[config.mk]
export PLATFORM = sky130hd
export DESIGN_NAME = magnet_occupancy_detector_core
export DESIGN_NICKNAME = d
export VERILOG_FILES = /design/src/magocc_pkg.sv /design/src/magnet_occupancy_detector_core.sv
export VERILOG_INCLUDE_DIRS = /design/src /design/src/src
export SDC_FILE = /design/constraint.sdc
export NUM_CORES = 1
export LEC_CHECK = 0
export CAP_MARGIN = 30
export CORE_MARGIN = 4
export CORE_UTILIZATION = 29
export DETAILED_ROUTE_END_ITERATION = 16
export DONT_BUFFER_PORTS = 1
export GPL_TIMING_DRIVEN = 0
export PLACE_DENSITY = 0.43
export RECOVER_POWER = 50
export SYNTH_ARGS = -nofsm -noshare
export SYNTH_HDL_FRONTEND = slang
export SYNTH_SLANG_ARGS = --single-unit
[constraint.sdc]
create_clock -name i_clk -period 6.5 [get_ports i_clk]
set_input_delay 1.3 -clock i_clk [delete_from_list [all_inputs] [get_ports i_clk]]
set_output_delay 1.3 -clock i_clk [all_outputs]
set_load 0.01 [all_outputs]
[src/assert_macros.svh]
// Assertion macros used by the RTL.
`ifndef ASSERT_MACROS_SVH
`define ASSERT_MACROS_SVH

// Same-cycle implication, disabled while reset is asserted.
`define ASSERT_IMPLY(lbl, clk, rst_n, ante, cons) \
    lbl: assert property (@(posedge clk) disable iff (!rst_n) (ante) |-> (cons)) \
        else $error("assertion failed: same-cycle implication");

// Next-cycle implication, disabled while reset is asserted.
`define ASSERT_NEXT(lbl, clk, rst_n, ante, cons) \
    lbl: assert property (@(posedge clk) disable iff (!rst_n) (ante) |=> (cons)) \
        else $error("assertion failed: next-cycle implication");

`endif

[src/magocc_pkg.sv]
// Package for the magnet occupancy detector: widths, register map, reset values.
package magocc_pkg;

    localparam int unsigned MAG_W   = 16;
    localparam int unsigned TOL_W   = 10;
    localparam int unsigned CNT_W   = 4;
    localparam int unsigned THR_W   = 16;
    localparam int unsigned CFG_W   = 16;
    localparam int unsigned CFG_IDX_W = 2;

    localparam logic [TOL_W-1:0] TOL_RESET = TOL_W'(10);
    localparam logic [CNT_W-1:0] CNT_RESET = CNT_W'(5);
    localparam logic [THR_W-1:0] THR_RESET = THR_W'(250);

    typedef enum logic [CFG_IDX_W-1:0] {
        CFG_SETTLE_TOL  = 2'd0,
        CFG_SETTLE_CNT  = 2'd1,
        CFG_PRESENCE_TH = 2'd2
    } t_cfg_idx;

    // Exact |a - b| of two signed samples; always fits MAG_W unsigned bits.
    function automatic logic [MAG_W-1:0] abs_diff(input logic signed [MAG_W-1:0] a,
                                                  input logic signed [MAG_W-1:0] b);
        logic signed [MAG_W:0] d;
        logic        [MAG_W:0] m;
        d = {a[MAG_W-1], a} - {b[MAG_W-1], b};
        m = d[MAG_W] ? (~d + 1'b1) : d;
        return m[MAG_W-1:0];
    endfunction

endpackage

[src/magnet_occupancy_detector_core.sv]
// Top level: magnetometer baseline calibration and magnet presence / occupancy tracking.
//
// Input channel: i_in_valid / o_in_ready carry one 3-axis sample (i_mag_x/y/z).
// Output channel: o_out_valid / i_out_ready carry one result per sample:
//   o_calibrated, o_magnet_present, o_room_occupied (all zero while calibrating).
// Config port: i_cfg_we writes i_cfg_wdata into register i_cfg_idx
//   (0 settle tolerance, 1 settle sample count, 2 presence threshold);
//   other indexes are ignored. Write only while the block is idle.
// A sample passes through the input register and then the result register.
// Throughput: one sample per cycle while the receiver takes every result; the
//   baseline/count/flag state is updated in place as each sample leaves the input register, so the compare and
//   update logic between the two registers sets the pace.
// The input register can still take one sample while a result waits; when the
//   receiver stalls both registers fill and o_in_ready drops until it drains.
// Reset (synchronous, active low) empties both registers, restores the
//   register defaults and restarts calibration from scratch.
`include "assert_macros.svh"

module magnet_occupancy_detector_core (
    input  logic                                  i_clk,
    input  logic                                  i_rst_n,
    input  logic                                  i_in_valid,
    output logic                                  o_in_ready,
    input  logic signed [magocc_pkg::MAG_W-1:0]   i_mag_x,
    input  logic signed [magocc_pkg::MAG_W-1:0]   i_mag_y,
    input  logic signed [magocc_pkg::MAG_W-1:0]   i_mag_z,
    output logic                                  o_out_valid,
    input  logic                                  i_out_ready,
    output logic                                  o_calibrated,
    output logic                                  o_magnet_present,
    output logic                                  o_room_occupied,
    input  logic                                  i_cfg_we,
    input  logic [magocc_pkg::CFG_IDX_W-1:0]      i_cfg_idx,
    input  logic [magocc_pkg::CFG_W-1:0]          i_cfg_wdata
);

    // config registers
    logic [magocc_pkg::TOL_W-1:0] r_tol;
    logic [magocc_pkg::CNT_W-1:0] r_settle;
    logic [magocc_pkg::THR_W-1:0] r_thr;

    // input register
    logic                                r_in_valid;
    logic signed [magocc_pkg::MAG_W-1:0] r_x, r_y, r_z;

    // detector state
    logic signed [magocc_pkg::MAG_W-1:0] r_base_x, r_base_y, r_base_z;
    logic signed [magocc_pkg::MAG_W-1:0] n_base_x, n_base_y, n_base_z;
    logic                                r_have_base, n_have_base;
    logic [magocc_pkg::CNT_W-1:0]        r_stable_cnt, n_stable_cnt;
    logic                                r_is_cal, n_is_cal;
    logic                                r_prev_present, n_prev_present;
    logic                                r_occupied, n_occupied;

    // result register
    logic r_out_valid;
    logic r_calibrated, n_calibrated;
    logic r_present, n_present;
    logic r_room_occ, n_room_occ;

    logic advance;

    assign advance    = r_in_valid && (!r_out_valid || i_out_ready);
    assign o_in_ready = !r_in_valid || advance;

    // config writes
    always_ff @(posedge i_clk) begin
        if (!i_rst_n) begin
            r_tol    <= magocc_pkg::TOL_RESET;
            r_settle <= magocc_pkg::CNT_RESET;
            r_thr    <= magocc_pkg::THR_RESET;
        end else if (i_cfg_we) begin
            unique case (magocc_pkg::t_cfg_idx'(i_cfg_idx))
                magocc_pkg::CFG_SETTLE_TOL:  r_tol    <= i_cfg_wdata[magocc_pkg::TOL_W-1:0];
                magocc_pkg::CFG_SETTLE_CNT:  r_settle <= i_cfg_wdata[magocc_pkg::CNT_W-1:0];
                magocc_pkg::CFG_PRESENCE_TH: r_thr    <= i_cfg_wdata[magocc_pkg::THR_W-1:0];
                default: ;
            endcase
        end
    end

    // per-sample update
    always_comb begin
        logic [magocc_pkg::MAG_W-1:0] dx, dy, dz;
        logic [magocc_pkg::MAG_W-1:0] tol_ext;
        logic [magocc_pkg::CNT_W-1:0] cnt_inc;
        logic                         stable;
        logic                         present;

        dx      = magocc_pkg::abs_diff(r_base_x, r_x);
        dy      = magocc_pkg::abs_diff(r_base_y, r_y);
        dz      = magocc_pkg::abs_diff(r_base_z, r_z);
        tol_ext = {{(magocc_pkg::MAG_W - magocc_pkg::TOL_W){1'b0}}, r_tol};
        stable  = (dx < tol_ext) && (dy < tol_ext) && (dz < tol_ext);
        present = (dx > r_thr) || (dy > r_thr) || (dz > r_thr);
        cnt_inc = r_stable_cnt + 1'b1;

        n_base_x       = r_base_x;
        n_base_y       = r_base_y;
        n_base_z       = r_base_z;
        n_have_base    = r_have_base;
        n_stable_cnt   = r_stable_cnt;
        n_is_cal       = r_is_cal;
        n_prev_present = r_prev_present;
        n_occupied     = r_occupied;
        n_calibrated   = 1'b0;
        n_present      = 1'b0;
        n_room_occ     = 1'b0;

        if (!r_is_cal) begin
            if (!r_have_base || !stable) begin
                // take (or retake) the baseline
                n_base_x     = r_x;
                n_base_y     = r_y;
                n_base_z     = r_z;
                n_have_base  = 1'b1;
                n_stable_cnt = '0;
            end else begin
                n_stable_cnt = cnt_inc;
                n_is_cal     = (cnt_inc >= r_settle);
            end
        end else begin
            // toggle on the rising edge of presence
            n_occupied     = r_occupied ^ (present && !r_prev_present);
            n_prev_present = present;
            n_calibrated   = 1'b1;
            n_present      = present;
            n_room_occ     = n_occupied;
        end
    end

    always_ff @(posedge i_clk) begin
        if (!i_rst_n) begin
            r_in_valid     <= 1'b0;
            r_out_valid    <= 1'b0;
            r_have_base    <= 1'b0;
            r_stable_cnt   <= '0;
            r_is_cal       <= 1'b0;
            r_prev_present <= 1'b0;
            r_occupied     <= 1'b0;
            r_base_x       <= '0;
            r_base_y       <= '0;
            r_base_z       <= '0;
        end else begin
            if (o_in_ready) begin
                r_in_valid <= i_in_valid;
            end
            if (advance) begin
                r_out_valid    <= 1'b1;
                r_base_x       <= n_base_x;
                r_base_y       <= n_base_y;
                r_base_z       <= n_base_z;
                r_have_base    <= n_have_base;
                r_stable_cnt   <= n_stable_cnt;
                r_is_cal       <= n_is_cal;
                r_prev_present <= n_prev_present;
                r_occupied     <= n_occupied;
            end else if (i_out_ready) begin
                r_out_valid <= 1'b0;
            end
        end
    end

    // payload registers
    always_ff @(posedge i_clk) begin
        if (i_in_valid && o_in_ready) begin
            r_x <= i_mag_x;
            r_y <= i_mag_y;
            r_z <= i_mag_z;
        end
        if (advance) begin
            r_calibrated <= n_calibrated;
            r_present    <= n_present;
            r_room_occ   <= n_room_occ;
        end
    end

    assign o_out_valid      = r_out_valid;
    assign o_calibrated     = r_calibrated;
    assign o_magnet_present = r_present;
    assign o_room_occupied  = r_room_occ;

    `ASSERT_IMPLY(a_uncal_quiet, i_clk, i_rst_n, o_out_valid && !o_calibrated, !o_magnet_present && !o_room_occupied)
    `ASSERT_NEXT(a_cal_sticky, i_clk, i_rst_n, r_is_cal, r_is_cal)
    `ASSERT_IMPLY(a_cal_result_state, i_clk, i_rst_n, o_out_valid && o_calibrated, r_is_cal && r_have_base)
    `ASSERT_IMPLY(a_full_stall, i_clk, i_rst_n, r_in_valid && r_out_valid && !i_out_ready, !o_in_ready)

endmodule

==> PnR_summary.wiki, run 1 <==
{| class="wikitable"
! Metric !! Value
|-
| Status || finished, violations left
|-
| Violations in the final reports || capacitance limit, slew limit
|-
| Effective utilization at floorplan || 0.296
|-
| Largest stage delay, worst path || 420 ps
|-
| DRC || 0
|-
| Boundary Pins || 76
|-
| Number of clock sinks || 139
|-
| Worst Reg-to-Reg Cells || 25
|-
| Combined buffer and inverter count along the critical path || 4
|-
| Post-CTS clock slew at the launch and capture registers of the worst setup and hold paths || 70 ps
|-
| Yosys warning total || 0
|-
| Number of detailed-routing iterations run before antenna repair || 5
|-
| Number of antenna violations at the first check in global routing || 1
|-
| Final Cell Area || 12200 um^2
|-
| Achievable clock frequency || 165 MHz
|-
| Synth top area share || 0.162
|-
| Final Hold Viols || 0
|-
| Maximum clock skew at final layout || 15.8 ps
|-
| Sum Neg Setup Slack || 0 ps
|-
| Final layout net count || 1495
|-
| Total number of H-tree levels || 4
|-
| Worst slack at placement || -242 ps
|-
| CP endpoint kind || flip-flop
|-
| Post-synthesis cell count || 1264
|-
| Number of buffers on the longest clock path || 2
|-
| Sequential-to-total area share from yosys stat || 0.302
|-
| Max rail drop VDD || 0.000193 V
|-
| Final setup violation count || 0
|-
| Final Worst Setup Slack || 439 ps
|-
| Synth Register Bits || 139
|-
| Fin. max-slew vios || 31
|-
| Cell taking the most area after synthesis || sky130_fd_sc_hd__dfxtp_1
|-
| Number of nets still failing antenna checks after routing || 0
|-
| RePlAce Congestion || 0.844
|-
| Die Width || 202 um
|-
| Top cell family by delay on the critical path || compound AO/OA/AOI/OAI gates
|-
| Ranking of synthesized cells by area || sky130_fd_sc_hd__dfxtp_1 16%, sky130_fd_sc_hd__ha_1 15%, sky130_fd_sc_hd__edfxtp_1 14%, sky130_fd_sc_hd__nand2_1 6.4%, sky130_fd_sc_hd__mux2i_1 5.1%
|-
| Count of maximum capacitance violations || 2
|-
| Cell count of the worst hold path || 2
|-
| Prevailing post-synth register cell || sky130_fd_sc_hd__dfxtp_1
|-
| Starting DRT DRC Count || 406
|-
| EDFF count, synth || 51
|-
| Data required time at the worst endpoint || 6830 ps
|-
| Reg-to-reg slack, setup || 440 ps
|-
| Worst-margin pin slew || 1790 ps
|-
| Power density normalized to cell area || 243 nW/um^2
|-
| Synth top cells by count || 187 x sky130_fd_sc_hd__nand2_1, 131 x sky130_fd_sc_hd__ha_1, 100 x sky130_fd_sc_hd__inv_1, 88 x sky130_fd_sc_hd__dfxtp_1, 66 x sky130_fd_sc_hd__a21oi_1
|-
| Share of the synthesized netlist area taken by xor and xnor gates || 0.0531
|-
| Worst Setup Start Kind || flip-flop
|-
| Synthesized area || 10900 um^2
|-
| Share of synthesized cell area in and, or, nand and nor gates || 0.198
|-
| Total via count after detailed routing || 8846
|-
| Time the worst path needs with I/O delays and setup || 6060 ps
|-
| Multiplexer area fraction after synthesis || 0.0516
|-
| Maximum fanout along the worst path || 10
|-
| Synth Area in Compound Gates || 0.188
|-
| End of the worst register-to-register path || r_base_x[7]
|-
| End point of the most critical hold path || r_base_x[0]
|-
| Static leakage || 5.16 nW
|-
| Avg WL per Cell || 16.8 um
|-
| Clock tree from TritonCTS || yes
|-
| Number of library cell types mapped by synthesis || 83
|-
| Final cycle utilization of the critical path || 0.932
|-
| Die Area || 40700 um^2
|-
| FILL cells || 3864
|-
| GRT overflow || 0
|-
| Worst skew pair latency || 450 ps
|-
| Area growth from synthesis to layout || 11.7%
|-
| Cts hold-fix bufs || 0
|-
| Synthesized-area fraction occupied by adder cells || 0.156
|-
| Sequential standard cell area || 3290 um^2
|-
| Slowest-stage cell, CP || sky130_fd_sc_hd__edfxtp_1
|-
| Worst r2r src || r_x[0]
|-
| Die boundary height || 202 um
|-
| Core Area || 36800 um^2
|-
| Hold Crit Class || reg -> reg
|-
| Max-Slew Margin vs Limit || -0.195
|-
| Most frequent cell after synthesis || sky130_fd_sc_hd__nand2_1
|-
| Worst Setup Path Type || reg -> reg
|-
| Root buffer selected by CTS || sky130_fd_sc_hd__clkbuf_16
|-
| Inserted Clock Buffers || 17
|-
| Layout cell share with drive strength beyond 1 || 0.0606
|-
| FFs w/ async S/R, synth || 0
|-
| All-Layer GR Usage || 0.147
|-
| Data arrival time of the worst path || 6390 ps
|-
| Total design power || 2.96 mW
|-
| Total half-perimeter wirelength after legalization and detailed placement || 23.8 mm
|-
| Port Buffer Count || 0
|-
| Net count after synthesis || 1469
|-
| Crit path launch || r_x[0]
|-
| Final wirelength || 29.8 mm
|-
| Largest net degree at the start of global routing || 31
|-
| RSZ-0062 raised after global routing || no
|-
| Via count of the first global-routing pass || 8614
|-
| Share of the core filled with cells || 0.331
|-
| Placed cell areas || 11500 um^2
|-
| Dominant combinational cell family by area after synthesis || simple AND/OR/NAND/NOR gates
|-
| First-pass GRT wire length || 47.6 mm
|-
| Average footprint of a synthesized cell || 8.62 um^2
|-
| Origin of the worst min-delay path || r_base_x[0]
|-
| Number of placement rows || 70
|-
| Post-DR vias/cell || 4.99
|-
| Multi-input gate area in the final layout || 7090 um^2
|}
-- state kept, by name (all words and copies together) (netlist names), 4 cells and up --
| register | count |
|---|---|
| r_z | 16 |
| r_base_x | 16 |
| r_stable_cnt | 4 |
| r_thr | 16 |
| r_y | 16 |
| r_base_y | 16 |
| r_x | 16 |
| r_tol | 10 |
| r_base_z | 16 |
| r_settle | 4 |
-- repair_timing --
item | CTS | global route
pin swaps | 1 | 2
gates resized for setup | 1 | 13
buffers inserted | 2 | 3
setup endpoints to repair | 48 | 52
cloned | 0 | 0
-- placed cells by master (no fill, tap or decap), drive strengths merged, types with 20 or more instances in the layout --
cell    count
edfxtp     51
nand3      20
nor2       61
buf        20
inv       107
o21ai      48
nand2     187
a21oi      66
xnor2      37
a21o       28
nor2b      31
a21boi     23
mux2i      55
nand2b     23
xor2       29
clkbuf     45
ha        131
o21a       24
dfxtp      88
-- layer usage --
metal | global-route usage | up-vias | routed length (um)
li1 | - | 4587 | -
met1 | 0.209 | 4123 | 15400
met2 | 0.229 | 118 | 13000
met3 | 0.0311 | 18 | 1020
met4 | 0.0354 | 0 | 337
met5 | 0 | - | 0
-- stage by stage --
stage	instances	hold WS [ps]
2_1_floorplan	1264	433
3_3_place_gp	1732	442
3_5_place_dp	1734	451
4_1_cts	1768	462
5_1_grt	1772	476
6_report	1772	457
-- cell families (layout without fill, tap and decap cells) --
kind of cell,after synthesis,count (layout)
adders and majority gates,134,134
xor gates and xnor gates,66,66
AOI/OAI and AO/OA,294,294
DFF,139,139
other,0,1
muxes,56,56
buffers and inverters,138,177
and+or+nand+nor,437,437
-- area by class of cell --
cell class              instances  area share
repair buffers                  7     0.00381
inverters                     100      0.0309
multi-input cells             987       0.583
flip-flops and latches        139       0.271
clock buffers                  20      0.0402
plain buffers                  38      0.0151
diodes                          1    0.000206
clock inverters                12     0.00802
well taps                     468      0.0481
-- power by group --
part           internal (mW)  total (mW)  switching [mW]
logic                  0.413       0.996           0.583
clock network          0.553       0.988           0.435
registers              0.948       0.972          0.0240
total                   1.91        2.96            1.04
-- how the worst max path moves through the flow --
stage                   endpoint  slack, ps  depth (start not counted)
floorplan            r_base_x[0]       1270                         25
global placement     r_base_x[5]       -210                         24
detailed placement   r_base_x[8]       -240                         24
CTS                 r_base_x[13]        110                         25
global route         r_base_x[7]         30                         25
finish               r_base_x[7]        440                         25
-- worst register-to-register path: cells and delay by family, from the launching register on --
kind                       cells  cell delay [ps]
adders and majority gates      3              930
xor gates and xnor gates       1              230
and+or+nand+nor                7             1300
DFF                            1              420
buffers and inverters          4              830
AOI/OAI and AO/OA              9             2110
muxes                          1              130
(Power assumes the default switching activity.)
==> run 2: changes to the inputs <==
--- a/config.mk
+++ b/config.mk
@@ -6,13 +6,13 @@
 export SDC_FILE = /design/constraint.sdc
 export NUM_CORES = 1
 export LEC_CHECK = 0
+export BUFFER_PORTS_ARGS = -buffer_cell sky130_fd_sc_hd__buf_2
 export CAP_MARGIN = 30
 export CORE_MARGIN = 4
 export CORE_UTILIZATION = 29
 export DETAILED_ROUTE_END_ITERATION = 16
-export DONT_BUFFER_PORTS = 1
 export GPL_TIMING_DRIVEN = 0
-export PLACE_DENSITY = 0.43
+export PLACE_DENSITY = 0.44
 export RECOVER_POWER = 50
 export SYNTH_ARGS = -nofsm -noshare
 export SYNTH_HDL_FRONTEND = slang
==> run 2 against run 1 <==
Compared with the run above: the flow still finishes with violations (capacitance limit, slew limit); clock skew is 1.9 ps lower; die area stayed put; design area is 3.0% higher; first-iteration DRC count is 32% higher; utilization is 0.99 points higher; global-route usage is 0.058 points higher; clock power hardly changed; via count is 3.1% higher; cell count is 4.1% higher; clock-buffer cell count stayed put; critical path type unchanged.
==> PnR_summary.wiki, run 2 (synthesis results as in run 1) <==
{| class="wikitable"
! Metric !! Value
|-
| Top library cells by usage in the layout, fill and taps aside || 187 x sky130_fd_sc_hd__nand2_1, 131 x sky130_fd_sc_hd__ha_1, 100 x sky130_fd_sc_hd__inv_1, 88 x sky130_fd_sc_hd__dfxtp_1, 78 x sky130_fd_sc_hd__buf_2
|-
| Share of the core filled with cells || 0.341 (+0.00986)
|-
| End of the worst register-to-register path || r_base_x[5]
|-
| Number of placed cells counting well taps || 1808 (+4.3%)
|-
| Inserted Clock Buffers || 17 (unchanged)
|-
| Final cycle utilization of the critical path || 0.932 (about the same)
|-
| Origin of the worst min-delay path || r_base_z[0]
|-
| Power density normalized to cell area || 238 nW/um^2 (-2.1%)
|-
| First-pass GRT wire length || 48.3 mm (+1.4%)
|-
| Port Buffer Count || 74 (+74)
|-
| Die Area || 40700 um^2 (unchanged)
|-
| Max-Slew Margin vs Limit || -0.177 (+0.0187)
|-
| Die boundary height || 202 um (unchanged)
|-
| End point of the most critical hold path || r_base_z[0]
|-
| Number of nets still failing antenna checks after routing || 0 (unchanged)
|-
| Max rail drop VDD || 0.000205 V (+6.0%)
|-
| Static leakage || 5.42 nW (+5.2%)
|-
| Avg WL per Cell || 16.2 um (-3.7%)
|-
| Violations in the final reports || capacitance limit, slew limit
|-
| Final layout net count || 1568 (+4.9%)
|-
| Number of placement rows || 70 (unchanged)
|-
| All-Layer GR Usage || 0.148 (+0.000581)
|-
| Number of clock sinks || 139 (unchanged)
|-
| Post-CTS clock slew at the launch and capture registers of the worst setup and hold paths || 60 ps (about the same)
|-
| Hold Crit Class || reg -> reg
|-
| Placed cell areas || 11900 um^2 (+3.2%)
|-
| Maximum fanout along the worst path || 10 (unchanged)
|-
| Layout cell share with drive strength beyond 1 || 0.108 (+0.0477)
|-
| Time the worst path needs with I/O delays and setup || 6060 ps (+0.0530 ps)
|-
| Area growth from synthesis to layout || 15.0%
|-
| Total half-perimeter wirelength after legalization and detailed placement || 23.7 mm (-0.39%)
|-
| Hold slack final || 457 ps (+0.420 ps)
|-
| Number of buffers on the longest clock path || 2 (unchanged)
|-
| Inserted Diodes || 0 (-1)
|-
| Count of maximum capacitance violations || 1 (-1)
|-
| Boundary Pins || 76 (unchanged)
|-
| Data arrival time of the worst path || 6390 ps (about the same)
|-
| Leading cell type in the layout, fill and taps excluded || sky130_fd_sc_hd__nand2_1
|-
| DRC || 0 (unchanged)
|-
| Worst r2r src || r_z[9]
|-
| Total number of H-tree levels || 4 (unchanged)
|-
| Number of non-filler instances in the completed layout || 1844 (+4.1%)
|-
| Final wirelength || 29.9 mm (+0.22%)
|-
| Total via count after detailed routing || 9118 (+3.1%)
|-
| Final Worst Setup Slack || 439 ps (-0.0530 ps)
|-
| Worst Setup Path Type || reg -> reg
|-
| Status || finished, violations left
|-
| Worst Reg-to-Reg Cells || 26 (+4.0%)
|-
| Fin. max-slew vios || 31 (unchanged)
|-
| Clock tree from TritonCTS || yes
|-
| FILL cells || 3862 (-0.052%)
|-
| Maximum clock skew at final layout || 13.9 ps (-1.90 ps)
|-
| Final Hold Viols || 0 (unchanged)
|-
| Via count of the first global-routing pass || 8911 (+3.4%)
|-
| Reg-to-reg slack, setup || 440 ps (about the same)
|-
| Sequential standard cell area || 3290 um^2 (unchanged)
|-
| Cts hold-fix bufs || 0 (unchanged)
|-
| Total design power || 2.98 mW (+0.78%)
|-
| RePlAce Congestion || 0.848 (+0.43%)
|-
| Starting DRT DRC Count || 536 (+32%)
|-
| Effective utilization at floorplan || 0.296 (unchanged)
|-
| Number of antenna violations at the first check in global routing || 0 (-1)
|-
| Core Area || 36800 um^2 (unchanged)
|-
| Worst skew pair latency || 450 ps (about the same)
|-
| Root buffer selected by CTS || sky130_fd_sc_hd__clkbuf_16
|-
| Number of detailed-routing iterations run before antenna repair || 5 (unchanged)
|-
| Cell count of the worst hold path || 2 (unchanged)
|-
| GRT overflow || 0 (unchanged)
|-
| Multi-input gate area in the final layout || 7100 um^2 (+0.12%)
|-
| Worst-margin pin slew || 1770 ps (-28.1 ps)
|-
| Data required time at the worst endpoint || 6830 ps (about the same)
|-
| Achievable clock frequency || 165 MHz (about the same)
|-
| Largest net degree at the start of global routing || 31 (unchanged)
|-
| Final setup violation count || 0 (unchanged)
|-
| Worst Setup Start Kind || flip-flop
|-
| CP endpoint kind || flip-flop
|-
| Final Cell Area || 12500 um^2 (+3.0%)
|-
| Worst slack at placement || -175 ps (+66.9 ps)
|-
| Die Width || 202 um (unchanged)
|-
| Post-DR vias/cell || 4.94 (-0.95%)
|-
| Sum Neg Setup Slack || 0 ps (unchanged)
|}
-- run 2: changes by cell type in the layout (fill, tap and decap cells not counted), moves of 2 or more --
cell	before	now
sky130_fd_sc_hd__buf_2	9	78
sky130_fd_sc_hd__inv_6	5	3
sky130_fd_sc_hd__clkinv_4	3	5
sky130_fd_sc_hd__clkbuf_1	24	29
-- run 2: cell type report --
type	instances	area share
multi-input combinational	987	0.567
sequential	139	0.263
tap	468	0.0467
clock buffer	20	0.0390
timing repair buffer	80	0.0322
inverter	100	0.0300
buffer	38	0.0147
clock inverter	12	0.00779
-- run 2: how the worst max path moves through the flow --
stage | from | to | slack, ps
2_1_floorplan | r_y[0] | r_base_x[0] | 1270
3_3_place_gp | r_x[0] | r_base_x[5] | -170
3_5_place_dp | r_x[0] | r_base_x[11] | -180
4_1_cts | r_x[0] | r_base_x[5] | 50
5_1_grt | r_z[12] | r_base_x[5] | -30
6_report | r_z[9] | r_base_x[5] | 440
-- run 2: routing by layer --
metal	wire length, um	track usage	vias up
li1	-	-	4738
met1	15700	0.215	4260
met2	13000	0.230	103
met3	822	0.0228	17
met4	345	0.0374	0
met5	0	0	-
-- run 2: power breakdown --
part	total [mW]	switching, mW	internal, mW
Combinational	1.02	0.590	0.425
Clock	0.991	0.440	0.552
Sequential	0.971	0.0236	0.948
Total	2.98	1.05	1.92
-- run 2: critical path, cell delays in order (launching register included) --
cell                       delay [ps]
sky130_fd_sc_hd__edfxtp_1         390
sky130_fd_sc_hd__inv_1             70
sky130_fd_sc_hd__ha_1             220
sky130_fd_sc_hd__clkbuf_1         200
sky130_fd_sc_hd__a21o_1           250
sky130_fd_sc_hd__a221o_1          370
sky130_fd_sc_hd__a21oi_2          180
sky130_fd_sc_hd__nand2_1           70
sky130_fd_sc_hd__o41a_1           540
sky130_fd_sc_hd__clkbuf_2         250
sky130_fd_sc_hd__a21oi_1          170
sky130_fd_sc_hd__xor2_1           250
sky130_fd_sc_hd__ha_1             290
sky130_fd_sc_hd__a21o_1           180
sky130_fd_sc_hd__a21oi_1          140
sky130_fd_sc_hd__nor2b_1           60
sky130_fd_sc_hd__o21ai_0          180
sky130_fd_sc_hd__nand4_1          180
sky130_fd_sc_hd__nor4_4           380
sky130_fd_sc_hd__o211ai_1         150
sky130_fd_sc_hd__a2111o_1         400
sky130_fd_sc_hd__nor4_4           250
sky130_fd_sc_hd__buf_4            180
sky130_fd_sc_hd__nor2_2            80
sky130_fd_sc_hd__buf_6            200
sky130_fd_sc_hd__buf_6            170
sky130_fd_sc_hd__mux2i_1          120
-- run 2: repair_timing --
item / 4_1_cts / 5_1_grt
resized for setup: 0 / 16
hold endpoints to repair: 0 / 0
pin swaps: 1 / 2
setup endpoints to repair: 48 / 53
gates cloned: 0 / 0
buffers inserted: 2 / 2
==> run 3: changes to the inputs <==
--- a/config.mk
+++ b/config.mk
@@ -17,3 +17,4 @@
 export SYNTH_ARGS = -nofsm -noshare
 export SYNTH_HDL_FRONTEND = slang
 export SYNTH_SLANG_ARGS = --single-unit
+export TNS_END_PERCENT = 100
==> constraint.sdc (replaced) <==
create_clock -name i_clk -period 7.2 [get_ports i_clk]
set_input_delay 1.44 -clock i_clk [delete_from_list [all_inputs] [get_ports i_clk]]
set_output_delay 1.44 -clock i_clk [all_outputs]
set_load 0.01 [all_outputs]
==> run 3 against run 2 <==
Compared with the run above: clock-buffer cell count stayed put; first-iteration DRC count fell by 9.3%; clock skew grew 0.97 ps; design area shrank 0.62%; worst hold slack about the same; the flow still finishes with violations (capacitance limit, slew limit); global-route usage about the same; sequential cell count stayed put; maximum frequency is 5.4% lower; wire length fell by 0.35%; register-to-register slack improved by 350 ps; die area stayed put.
==> PnR_summary.wiki, run 3 (synthesis results as in run 1) <==
{| class="wikitable"
! Metric !! Value
|-
| Maximum clock skew at final layout || 14.8 ps (+0.967 ps)
|-
| Starting DRT DRC Count || 486 (-9.3%)
|-
| Placed cell areas || 11900 um^2 (unchanged)
|-
| Share of the core filled with cells || 0.338 (-0.00211)
|-
| Worst slack at placement || 525 ps (+700 ps)
|-
| Max-Slew Margin vs Limit || -0.177 (-0.000448)
|-
| Fraction of met2 tracks used by global routing || 0.230 (unchanged)
|-
| Die boundary height || 202 um (unchanged)
|-
| Total number of H-tree levels || 4 (unchanged)
|-
| Port Buffer Count || 74 (unchanged)
|-
| Origin of the worst min-delay path || r_base_z[0]
|-
| Cell count of the worst hold path || 2 (unchanged)
|-
| Sum Neg Setup Slack || 0 ps (unchanged)
|-
| Number of nets still failing antenna checks after routing || 0 (unchanged)
|-
| Met1 Use GR || 0.215 (about the same)
|-
| Met3 track demand over resource || 0.0228 (unchanged)
|-
| Top cell family by delay on the critical path || compound AO/OA/AOI/OAI gates
|-
| Layout cell share with drive strength beyond 1 || 0.0990 (-0.00930)
|-
| DRC || 0 (unchanged)
|-
| Max rail drop VDD || 0.000185 V (-9.7%)
|-
| Achievable clock frequency || 156 MHz (-5.4%)
|-
| Final Hold Viols || 0 (unchanged)
|-
| Final wirelength || 29.8 mm (-0.35%)
|-
| Final layout net count || 1566 (-0.13%)
|-
| Die Area || 40700 um^2 (unchanged)
|-
| Fin. max-slew vios || 31 (unchanged)
|-
| Inserted Clock Buffers || 17 (unchanged)
|-
| Worst-margin pin slew || 1770 ps (+0.673 ps)
|-
| Worst skew pair latency || 450 ps (about the same)
|-
| Cts hold-fix bufs || 0 (unchanged)
|-
| Number of placement rows || 70 (unchanged)
|-
| Count of maximum capacitance violations || 1 (unchanged)
|-
| Total internal power || 1.73 mW (-10%)
|-
| Final cycle utilization of the critical path || 0.890 (-0.0424)
|-
| Worst r2r src || r_x[0]
|-
| GRT overflow || 0 (unchanged)
|-
| Clock group share of total power || 0.334 (about the same)
|-
| Worst Reg-to-Reg Cells || 25 (-3.8%)
|-
| Boundary Pins || 76 (unchanged)
|-
| Violations in the final reports || capacitance limit, slew limit
|-
| End point of the most critical hold path || r_base_z[0]
|-
| Number of clock sinks || 139 (unchanged)
|-
| Inserted Diodes || 0 (unchanged)
|-
| Grt peak-use layer || met2
|-
| Hold slack final || 457 ps (+0.0360 ps)
|-
| Number of buffers on the longest clock path || 2 (unchanged)
|-
| Data arrival time of the worst path || 6730 ps (+340 ps)
|-
| Core Area || 36800 um^2 (unchanged)
|-
| Slowest-stage cell, CP || sky130_fd_sc_hd__edfxtp_1
|-
| All-Layer GR Usage || 0.148 (about the same)
|-
| Effective utilization at floorplan || 0.296 (unchanged)
|-
| Final Worst Setup Slack || 792 ps (+353 ps)
|-
| CP endpoint kind || flip-flop
|-
| RSZ-0062 raised after global routing || no
|-
| Clock tree from TritonCTS || yes
|-
| Total via count after detailed routing || 9070 (-0.53%)
|-
| Combined buffer and inverter count along the critical path || 4 (-2)
|-
| Status || finished, violations left
|-
| Total half-perimeter wirelength after legalization and detailed placement || 23.7 mm (unchanged)
|-
| Net switching power figure || 0.943 mW (-10%)
|-
| Post-CTS clock slew at the launch and capture registers of the worst setup and hold paths || 60 ps (about the same)
|-
| Number of antenna violations at the first check in global routing || 0 (unchanged)
|-
| Worst Setup Start Kind || flip-flop
|-
| Resized cells post-CTS || 0 (unchanged)
|-
| Post-DR vias/cell || 4.92 (-0.42%)
|-
| FILL cells || 3867 (+0.13%)
|-
| Maximum fanout along the worst path || 10 (unchanged)
|-
| Via count of the first global-routing pass || 8904 (-0.079%)
|-
| Avg WL per Cell || 16.2 um (-0.25%)
|-
| First-pass GRT wire length || 48.3 mm (unchanged)
|-
| Largest stage delay, worst path || 420 ps (-120 ps)
|-
| Area growth from synthesis to layout || 14.3%
|-
| Worst Setup Path Type || reg -> reg
|-
| Power density normalized to cell area || 215 nW/um^2 (-9.6%)
|-
| RePlAce Congestion || 0.848 (unchanged)
|-
| Largest net degree at the start of global routing || 31 (unchanged)
|-
| Top library cells by usage in the layout, fill and taps aside || 187 x sky130_fd_sc_hd__nand2_1, 131 x sky130_fd_sc_hd__ha_1, 100 x sky130_fd_sc_hd__inv_1, 88 x sky130_fd_sc_hd__dfxtp_1, 77 x sky130_fd_sc_hd__buf_2
|-
| Hold Crit Class || reg -> reg
|-
| Switching power as a share of total power || 0.353 (-0.00114)
|-
| End of the worst register-to-register path || r_base_x[5]
|-
| Data required time at the worst endpoint || 7530 ps (+700 ps)
|-
| Static leakage || 5.41 nW (-0.27%)
|-
| Comb pwr share || 0.338 (-0.003)
|-
| Final setup violation count || 0 (unchanged)
|-
| Leading cell type in the layout, fill and taps excluded || sky130_fd_sc_hd__nand2_1
|-
| Number of detailed-routing iterations run before antenna repair || 5 (unchanged)
|-
| Reg-to-reg slack, setup || 790 ps (+350 ps)
|-
| Register share of total power || 0.328 (+0.002)
|-
| Root buffer selected by CTS || sky130_fd_sc_hd__clkbuf_16
|-
| Die Width || 202 um (unchanged)
|-
| Final Cell Area || 12500 um^2 (-0.62%)
|-
| Time the worst path needs with I/O delays and setup || 6410 ps (+347 ps)
|}
==> run 3: cell types whose count changed in the layout (fill, tap and decap cells not counted), moves of 2 or more <==
cell                       delta
sky130_fd_sc_hd__a21oi_1      +3
sky130_fd_sc_hd__a21oi_2      -3
sky130_fd_sc_hd__buf_4        -2
sky130_fd_sc_hd__clkbuf_1     +2
==> run 3: power by group through the flow <==
stage | Combinational, mW | Sequential, mW | Clock, mW
floorplan | 0.676 | 0.887 | 0
global placement | 0.898 | 0.894 | 0
detailed placement | 0.910 | 0.894 | 0
CTS | 0.916 | 0.876 | 0.923
global route | 1.04 | 0.881 | 0.951
finish | 0.905 | 0.877 | 0.894
==> run 3: worst max-delay path by stage <==
| stage | start | endpoint | slack (ps) | cells past startpoint |
|---|---|---|---|---|
| 4_1_cts | r_x[0] | r_base_x[5] | 500 | 24 |
| 3_5_place_dp | r_x[0] | r_base_x[11] | 520 | 24 |
| 2_1_floorplan | r_y[0] | r_base_x[0] | 1970 | 25 |
| 5_1_grt | r_x[0] | r_base_x[5] | 250 | 25 |
| 3_3_place_gp | r_x[0] | r_base_x[5] | 530 | 24 |
| 6_report | r_x[0] | r_base_x[5] | 790 | 25 |
==> run 3: timing repair <==
item / 4_1_cts / 5_1_grt
setup buffers: 0 / 2
endpoints found under the hold margin: 0 / 0
endpoints found under the setup margin: 0 / 1
==> run 3: through the flow <==
stage,instances,total power [mW]
global route,1842,2.87
finish,1842,2.68
floorplan,1264,1.56
detailed placement,1808,1.80
global placement,1806,1.79
CTS,1840,2.72
==> run 3: worst reg2reg max path: cells and delay by family, from the launching register on <==
kind / cells / cell delay [ps]
muxes: 2 / 540
and+or+nand+nor: 6 / 1120
adders and majority gates: 3 / 960
DFF: 1 / 420
AOI/OAI and AO/OA: 10 / 2380
buffers and inverters: 4 / 880
==> run 3: routing by layer <==
layer,share of wire,vias to the layer above
met4,0.012,0
met3,0.027,18
met1,0.53,4201
met2,0.43,117
li1,-,4734
met5,0,-
==> run 3: cell type report <==
class                   count  area (um^2)  area share
clock buffers              20          489      0.0393
repair buffers             78          388      0.0312
plain buffers              38          181      0.0146
multi-input cells         987         7040       0.565
clock inverters            12         97.6     0.00784
well taps                 468          586      0.0470
inverters                 100          375      0.0301
flip-flops and latches    139         3290       0.264
